## src/hw/rtl/sha_pkg.sv

```systemverilog
`default_nettype none

package sha_pkg;

   localparam int BLOCK_W = 512;

   localparam logic [5:0] FILL_LAST = 6'd63;
   localparam logic [5:0] LEN_POS = 6'd56;
   localparam logic [5:0] ROUND_LAST = 6'd63;
   localparam logic [2:0] WORD_LAST = 3'd7;
   localparam logic [7:0] PAD_BYTE = 8'h80;
   localparam logic [63:0] BITS_PER_BYTE = 64'd8;

   localparam logic [31:0] ROUND_K [64] = '{
      32'h428a2f98, 32'h71374491, 32'hb5c0fbcf, 32'he9b5dba5,
      32'h3956c25b, 32'h59f111f1, 32'h923f82a4, 32'hab1c5ed5,
      32'hd807aa98, 32'h12835b01, 32'h243185be, 32'h550c7dc3,
      32'h72be5d74, 32'h80deb1fe, 32'h9bdc06a7, 32'hc19bf174,
      32'he49b69c1, 32'hefbe4786, 32'h0fc19dc6, 32'h240ca1cc,
      32'h2de92c6f, 32'h4a7484aa, 32'h5cb0a9dc, 32'h76f988da,
      32'h983e5152, 32'ha831c66d, 32'hb00327c8, 32'hbf597fc7,
      32'hc6e00bf3, 32'hd5a79147, 32'h06ca6351, 32'h14292967,
      32'h27b70a85, 32'h2e1b2138, 32'h4d2c6dfc, 32'h53380d13,
      32'h650a7354, 32'h766a0abb, 32'h81c2c92e, 32'h92722c85,
      32'ha2bfe8a1, 32'ha81a664b, 32'hc24b8b70, 32'hc76c51a3,
      32'hd192e819, 32'hd6990624, 32'hf40e3585, 32'h106aa070,
      32'h19a4c116, 32'h1e376c08, 32'h2748774c, 32'h34b0bcb5,
      32'h391c0cb3, 32'h4ed8aa4a, 32'h5b9cca4f, 32'h682e6ff3,
      32'h748f82ee, 32'h78a5636f, 32'h84c87814, 32'h8cc70208,
      32'h90befffa, 32'ha4506ceb, 32'hbef9a3f7, 32'hc67178f2
   };

   localparam logic [7:0][31:0] INIT_HASH = {
      32'h5be0cd19, 32'h1f83d9ab, 32'h9b05688c, 32'h510e527f,
      32'ha54ff53a, 32'h3c6ef372, 32'hbb67ae85, 32'h6a09e667
   };

   typedef enum logic [1:0] {
      SRC_MSG,
      SRC_PAD,
      SRC_ZERO,
      SRC_LEN
   } sha_src_type;

   typedef enum logic [2:0] {
      ST_IDLE,
      ST_ROUND,
      ST_FOLD,
      ST_PAD80,
      ST_ZERO,
      ST_LEN,
      ST_EMIT
   } sha_state_type;

   typedef struct packed {
      logic        shift_en;
      sha_src_type src;
      logic [2:0]  len_sel;
      logic        count_bits;
      logic        round_en;
      logic [5:0]  round_idx;
      logic        fold;
      logic        restart;
      logic [2:0]  word_sel;
   } sha_cmd_type;

   typedef struct packed {
      logic [5:0] fill;
   } sha_status_type;

endpackage

`default_nettype wire

```

## src/hw/rtl/sha256_hasher_core.sv

```systemverilog
// Streaming SHA-256 engine. Each req transaction carries at most one message byte and an
// end-of-message flag; a transaction with no byte and the flag set closes the message as it
// stands. While idle the engine accepts one byte per cycle. Every 64th byte starts the
// compression, which runs one round per cycle through a single round unit: 64 rounds and a
// fold step, during which req_ready is low. At end of message the engine shifts in the 0x80
// pad byte, zero fill and the 64-bit big-endian bit length (up to 72 bytes) and runs one or
// two more compressions. It then presents the eight digest words, index 0 most significant,
// as eight rsp transactions, and re-initializes for the next message.
`default_nettype none

module sha256_hasher_core
   import sha_pkg::*;
(
   input  wire logic        clock,
   input  wire logic        reset,
   input  wire logic        req_valid,
   output logic             req_ready,
   input  wire logic        req_has_byte,
   input  wire logic [7:0]  req_message_byte,
   input  wire logic        req_end_of_message,
   output logic             rsp_valid,
   input  wire logic        rsp_ready,
   output logic [31:0]      rsp_digest_word,
   output logic [2:0]       rsp_word_index,
   output logic             rsp_last_word
);

   sha_cmd_type    cmd;
   sha_status_type sts;

   sha_ctrl u_ctrl (
      .clock              (clock),
      .reset              (reset),
      .req_valid          (req_valid),
      .req_has_byte       (req_has_byte),
      .req_end_of_message (req_end_of_message),
      .req_ready          (req_ready),
      .rsp_valid          (rsp_valid),
      .rsp_ready          (rsp_ready),
      .rsp_word_index     (rsp_word_index),
      .rsp_last_word      (rsp_last_word),
      .sts                (sts),
      .cmd                (cmd)
   );

   sha_dp u_dp (
      .clock       (clock),
      .reset       (reset),
      .msg_byte    (req_message_byte),
      .cmd         (cmd),
      .sts         (sts),
      .digest_word (rsp_digest_word)
   );

endmodule

`default_nettype wire

```

## src/hw/rtl/sha_dp.sv

```systemverilog
`default_nettype none

module sha_dp
   import sha_pkg::*;
(
   input  wire logic           clock,
   input  wire logic           reset,
   input  wire logic [7:0]     msg_byte,
   input  wire sha_cmd_type    cmd,
   output sha_status_type      sts,
   output logic [31:0]         digest_word
);

   function automatic logic [31:0] rotr(input logic [31:0] x, input int n);
      rotr = (x >> n) | (x << (32 - n));
   endfunction

   logic [BLOCK_W-1:0]  win_ff, win_in;
   logic [7:0][31:0]    wv_ff, wv_in;
   logic [7:0][31:0]    chain_ff, chain_in;
   logic [5:0]          fill_ff, fill_in;
   logic [63:0]         bits_ff, bits_in;

   logic [7:0]  byte_sel;
   logic [31:0] w0, w1, w9, w14, sg0, sg1, new_w;
   logic [31:0] s0, s1, ch, mj, t1, t2;
   logic        wrap;

   assign w0  = win_ff[511:480];
   assign w1  = win_ff[479:448];
   assign w9  = win_ff[223:192];
   assign w14 = win_ff[63:32];

   always_comb begin
      unique case (cmd.src)
         SRC_MSG:  byte_sel = msg_byte;
         SRC_PAD:  byte_sel = PAD_BYTE;
         SRC_ZERO: byte_sel = 8'h00;
         SRC_LEN:  byte_sel = 8'(bits_ff >> {~cmd.len_sel, 3'b000});
         default:  byte_sel = 8'h00;
      endcase
   end

   always_comb begin
      sg0 = rotr(w1, 7) ^ rotr(w1, 18) ^ (w1 >> 3);
      sg1 = rotr(w14, 17) ^ rotr(w14, 19) ^ (w14 >> 10);
      new_w = sg1 + w9 + sg0 + w0;
      s1 = rotr(wv_ff[4], 6) ^ rotr(wv_ff[4], 11) ^ rotr(wv_ff[4], 25);
      ch = (wv_ff[4] & wv_ff[5]) ^ (~wv_ff[4] & wv_ff[6]);
      t1 = wv_ff[7] + s1 + ch + ROUND_K[cmd.round_idx] + w0;
      s0 = rotr(wv_ff[0], 2) ^ rotr(wv_ff[0], 13) ^ rotr(wv_ff[0], 22);
      mj = (wv_ff[0] & wv_ff[1]) ^ (wv_ff[0] & wv_ff[2]) ^ (wv_ff[1] & wv_ff[2]);
      t2 = s0 + mj;
   end

   assign wrap = cmd.shift_en && (fill_ff == FILL_LAST);

   always_comb begin
      win_in = win_ff;
      wv_in = wv_ff;
      chain_in = chain_ff;
      fill_in = fill_ff;
      bits_in = bits_ff;
      if (cmd.shift_en) begin
         win_in = {win_ff[BLOCK_W-9:0], byte_sel};
         fill_in = fill_ff + 6'd1;
      end else if (cmd.round_en) begin
         win_in = {win_ff[BLOCK_W-33:0], new_w};
      end
      if (wrap) begin
         wv_in = chain_ff;
      end else if (cmd.round_en) begin
         wv_in[7] = wv_ff[6];
         wv_in[6] = wv_ff[5];
         wv_in[5] = wv_ff[4];
         wv_in[4] = wv_ff[3] + t1;
         wv_in[3] = wv_ff[2];
         wv_in[2] = wv_ff[1];
         wv_in[1] = wv_ff[0];
         wv_in[0] = t1 + t2;
      end
      if (cmd.count_bits) begin
         bits_in = bits_ff + BITS_PER_BYTE;
      end
      if (cmd.fold) begin
         for (int i = 0; i < 8; i++) begin
            chain_in[i] = chain_ff[i] + wv_ff[i];
         end
      end
      if (cmd.restart) begin
         chain_in = INIT_HASH;
         bits_in = '0;
      end
   end

   always_ff @(posedge clock) begin
      if (reset) begin
         chain_ff <= INIT_HASH;
         fill_ff <= '0;
         bits_ff <= '0;
      end else begin
         chain_ff <= chain_in;
         fill_ff <= fill_in;
         bits_ff <= bits_in;
      end
   end

   always_ff @(posedge clock) begin
      win_ff <= win_in;
      wv_ff <= wv_in;
   end

   assign sts.fill = fill_ff;
   assign digest_word = chain_ff[cmd.word_sel];

endmodule

`default_nettype wire

```

## src/hw/rtl/sha_ctrl.sv

```systemverilog
`default_nettype none

module sha_ctrl
   import sha_pkg::*;
(
   input  wire logic           clock,
   input  wire logic           reset,
   input  wire logic           req_valid,
   input  wire logic           req_has_byte,
   input  wire logic           req_end_of_message,
   output logic                req_ready,
   output logic                rsp_valid,
   input  wire logic           rsp_ready,
   output logic [2:0]          rsp_word_index,
   output logic                rsp_last_word,
   input  wire sha_status_type sts,
   output sha_cmd_type         cmd
);

   sha_state_type state_ff, state_in;
   sha_state_type ret_ff, ret_in;
   logic [5:0]    cnt_ff, cnt_in;
   logic          at_last;

   assign at_last = (sts.fill == FILL_LAST);

   always_ff @(posedge clock) begin
      if (reset) begin
         state_ff <= ST_IDLE;
         ret_ff <= ST_IDLE;
         cnt_ff <= '0;
      end else begin
         state_ff <= state_in;
         ret_ff <= ret_in;
         cnt_ff <= cnt_in;
      end
   end

   always_comb begin
      state_in = state_ff;
      ret_in = ret_ff;
      cnt_in = cnt_ff;
      req_ready = 1'b0;
      rsp_valid = 1'b0;
      cmd.shift_en = 1'b0;
      cmd.src = SRC_MSG;
      cmd.len_sel = cnt_ff[2:0];
      cmd.count_bits = 1'b0;
      cmd.round_en = 1'b0;
      cmd.round_idx = cnt_ff;
      cmd.fold = 1'b0;
      cmd.restart = 1'b0;
      cmd.word_sel = cnt_ff[2:0];
      unique case (state_ff)
         ST_IDLE: begin
            req_ready = 1'b1;
            if (req_valid) begin
               cmd.shift_en = req_has_byte;
               cmd.count_bits = req_has_byte;
               if (req_has_byte && at_last) begin
                  state_in = ST_ROUND;
                  cnt_in = '0;
                  ret_in = req_end_of_message ? ST_PAD80 : ST_IDLE;
               end else if (req_end_of_message) begin
                  state_in = ST_PAD80;
               end
            end
         end
         ST_ROUND: begin
            cmd.round_en = 1'b1;
            cnt_in = cnt_ff + 6'd1;
            if (cnt_ff == ROUND_LAST) begin
               state_in = ST_FOLD;
            end
         end
         ST_FOLD: begin
            cmd.fold = 1'b1;
            cnt_in = '0;
            state_in = ret_ff;
         end
         ST_PAD80: begin
            cmd.shift_en = 1'b1;
            cmd.src = SRC_PAD;
            state_in = ST_ZERO;
            if (at_last) begin
               state_in = ST_ROUND;
               ret_in = ST_ZERO;
               cnt_in = '0;
            end
         end
         ST_ZERO: begin
            if (sts.fill == LEN_POS) begin
               state_in = ST_LEN;
               cnt_in = '0;
            end else begin
               cmd.shift_en = 1'b1;
               cmd.src = SRC_ZERO;
               if (at_last) begin
                  state_in = ST_ROUND;
                  ret_in = ST_ZERO;
                  cnt_in = '0;
               end
            end
         end
         ST_LEN: begin
            cmd.shift_en = 1'b1;
            cmd.src = SRC_LEN;
            cnt_in = cnt_ff + 6'd1;
            if (at_last) begin
               state_in = ST_ROUND;
               ret_in = ST_EMIT;
               cnt_in = '0;
            end
         end
         ST_EMIT: begin
            rsp_valid = 1'b1;
            if (rsp_ready) begin
               cnt_in = cnt_ff + 6'd1;
               if (cnt_ff[2:0] == WORD_LAST) begin
                  cmd.restart = 1'b1;
                  cnt_in = '0;
                  state_in = ST_IDLE;
               end
            end
         end
         default: begin
            state_in = ST_IDLE;
         end
      endcase
   end

   assign rsp_word_index = cnt_ff[2:0];
   assign rsp_last_word = (cnt_ff[2:0] == WORD_LAST);

endmodule

`default_nettype wire
```

## config.mk

```make
export PLATFORM = sky130hd
export DESIGN_NAME = sha256_hasher_core
export DESIGN_NICKNAME = d
export VERILOG_FILES = /design/src/hw/rtl/sha_pkg.sv /design/src/hw/rtl/sha256_hasher_core.sv /design/src/hw/rtl/sha_dp.sv /design/src/hw/rtl/sha_ctrl.sv
export SDC_FILE = /design/constraint.sdc
export NUM_CORES = 2
export LEC_CHECK = 0
export BUFFER_PORTS_ARGS = -buffer_cell sky130_fd_sc_hd__buf_2
export CELL_PAD_IN_SITES_DETAIL_PLACEMENT = 0
export CELL_PAD_IN_SITES_GLOBAL_PLACEMENT = 1
export CORE_MARGIN = 5
export CORE_UTILIZATION = 40
export DETAILED_ROUTE_END_ITERATION = 8
export HOLD_SLACK_MARGIN = 0.1
export PLACE_DENSITY = 0.78
export SLEW_MARGIN = 5
export SYNTH_ARGS = -nofsm -noshare
export SYNTH_HDL_FRONTEND = slang
export SYNTH_SLANG_ARGS = --single-unit
```

## constraint.sdc

```tcl
create_clock -name clock -period 14.85 [get_ports clock]
set_input_delay 0.7425 -clock clock [delete_from_list [all_inputs] [get_ports clock]]
set_output_delay 0.7425 -clock clock [all_outputs]
set_load 0.01 [all_outputs]
```

==> impl_metrics.toml <==
[outcome]
status = "finished clean"

[routing]
wire_per_inst_um = 22.41
drcViolationCount = 0
drtPass1Iterations = 6
drtAntennaViolNets = 0
drtIter0Drc = 6122
via_per_inst = 5.583
num_vias = 60840
wirelength_mm = 244.2

[layout]
fin_area_sq_um = 81570
layout_commonest_cell = "nand2_1"
multi_input_area_sq_um = 41900
register_area_sq_um = 29790
nets = 8915
fillCellCount = 18120
final_util_pct = 43.94
antenna_cells = 0
drive_gt1_share_pct = 5.655
syn_to_final_growth_pct = 9.053
final_cell_mix = "2657 x nand2_1, 768 x edfxtp_1, 511 x a21oi_1"

[yosys]
synthArstFlopShare_pct = 0
syn_area_per_cell_sq_um = 8.767
ys.flop_type = "edfxtp_1"
ys_ff_latch = 1103
synth_edf_count = 768
yosysSeqAreaShare_pct = 39.80
ys_types = 94
syn-instance-count = 8531
syn_nets = 9138
yosys_warnings = 0
netlist_area_sq_um = 74800

[critical_path]
crit_slowest_cell = "ha_1"
critical_path_class = "flip-flop to flip-flop"
reg2regPathDepth = 40
cpLargestDelayFamily = "compound AO/OA/AOI/OAI gates"
regToRegEndpoint = "u_dp.wv_ff[31]"
cp-start-kind = "flip-flop"
critical-path-max-stage-delay_ns = 0.76
startpoint = "u_ctrl.cnt_ff[0]"
r2r_setup_slack_ns = 3.71
path_buf_inv = 7
end_kind = "flip-flop"
cp.required_ns = 15.35
critPathMaxFanout = 27
r2r-start = "u_ctrl.cnt_ff[0]"
crit_arrival_ns = 11.64
crit_top_cell = "inv_1"

[min_path]
whs_endpoint = "u_ctrl.ret_ff[0]"
hp-class = "input port to flip-flop"
hold_depth = 3
min-delay-start = "req_end_of_message"

[timing]
final_hold_viol_count = 0
relSlewSlack_pct = 9.698
fin_setup_tns_ns = 0
setup_slack_ns = 3.711
tightest_slew_ns = 1.340
period_share_pct = 75.01
fmaxAchievable_ghz = 0.08978
setup-violations-final = 0
rsz0062_at_grt = "no"
finalMaxSlewViolations = 0
min_period_ns = 11.14
fin_skew_ns = 0.05700

[global_routing]
grt_max_degree = 265
grt_first_pass_wirelength_mm = 362.9
grt_use_total_pct = 23.96
grt_pass1_vias = 57130
grt_overflow = 0
antenna_found_initial = 5

[place]
routabilityCongestion = 0.9416
port_buffers = 51
pre_cts_ws_ns = 3.736
place.detailed.hpwl_mm = 175.2
dpl_cell_area_sq_um = 77070

[cts]
numClockSinks = 1103
cts_setup_buffers = 0
htreeDepth = 4
cts_hold_buf = 0
clockBufferDepth = 3
cts_tree = "yes"
numCtsBuffers = 135
cts-root-buf = "clkbuf_16"
cts.clk_slew.worst_paths_ns = 0.06
clk_latency_ns = 0.81
cts_resized = 0

[floorplanning]
dieArea_sq_um = 195700
core_area_sq_um = 185600
initial_core_util_pct = 40.29
fp.dieH_um = 442.4
rows = 158
die_w_um = 442.4
io_pins = 52

[job]
cap_violations = 0
-- cell usage after synthesis, drive strengths merged, types with 11 or more instances --
cell type | number | area (sq um)
o311ai | 22 | 192.7
o2111ai | 12 | 105.1
a21boi | 13 | 97.60
a2111oi | 12 | 118.9
o31ai | 35 | 277.8
mux4 | 83 | 1869
edfxtp | 768 | 23060
nand4 | 31 | 193.9
o21bai | 43 | 322.8
nor2 | 355 | 1333
o21a | 58 | 435.4
a211oi | 53 | 402.9
nand2b | 65 | 406.6
o21ai | 424 | 2122
fa | 195 | 3904
and3 | 52 | 325.3
a22oi | 11 | 82.58
or3 | 43 | 269.0
nor2b | 63 | 394.1
o211ai | 107 | 803.3
and4 | 11 | 96.34
buf | 64 | 266.5
nand3 | 119 | 610.6
xor2 | 235 | 2058
a211o | 12 | 105.1
a21oi | 513 | 2575
xnor2 | 370 | 3248
and2 | 20 | 125.1
inv | 367 | 1378
o22ai | 17 | 106.4
nor3 | 76 | 390.4
a21o | 203 | 1524
a31oi | 50 | 312.8
mux2i | 52 | 520.5
clkbuf | 417 | 1567
nand2 | 2661 | 9988
ha | 398 | 4980
dfxtp | 335 | 6706
-- how the worst max path moves through the flow --
stage                endpoint  slack, ns  depth (start not counted)
4_1_cts        u_dp.wv_ff[31]       3.72                         40
3_5_place_dp   u_dp.wv_ff[31]       3.74                         40
5_1_grt        u_dp.wv_ff[31]       2.92                         40
2_1_floorplan  u_dp.win_ff[0]       1.10                          8
3_3_place_gp   u_dp.wv_ff[31]       3.64                         40
6_report       u_dp.wv_ff[31]       3.71                         40
-- tightest hold or removal path, stage by stage --
cell and delay, ns:
buf_2 0.13, nand3_1 0.07, a21oi_1 0.05
-- per-stage QoR --
stage / hold slack [ns] / std cells
floorplan: 0.4363 / 8531
global placement: 0.4577 / 10650
detailed placement: 0.4665 / 10650
CTS: 0.1849 / 10900
global route: 0.2151 / 10900
finish: 0.2484 / 10900
-- flip-flops by register name (all words and copies together) (netlist names) --
| register | count |
|---|---|
| u_ctrl.state_ff | 3 |
| u_dp.wv_ff | 256 |
| u_dp.bits_ff | 61 |
| u_ctrl.cnt_ff | 6 |
| u_dp.sts | 6 |
| u_ctrl.ret_ff | 3 |
| u_dp.chain_ff | 256 |
| u_dp.win_ff | 512 |
-- cells by family after synthesis --
logic type                 after synthesis  synth area share [%]
xor gates and xnor gates               605                 7.094
adders and majority gates              597                 11.93
buffers and inverters                  851                 4.308
DFF                                   1103                 39.80
and+or+nand+nor                       3542                 19.35
AOI/OAI and AO/OA                     1691                 14.21
muxes                                  142                 3.300
-- area by class of cell --
cell class	count	area share (%)
multi-input combinational	6577	51.37
timing repair buffer	121	1.095
tap	2480	3.804
clock buffer	190	4.629
inverter	370	1.703
clock inverter	56	0.8836
sequential	1103	36.52
-- layer usage --
metal	share of wire, %	wire [um]	track usage (%)	vias to the layer above
met3	7.0	17180	3.961	384
met1	45	109800	34.15	29610
met2	44	107800	36.75	2037
met5	0.0053	13	0	-
met4	3.9	9427	8.663	2
li1	-	-	-	28810
Power is not shown: default switching activity piles up to over one toggle a cycle in this logic, so the estimate is an artifact.
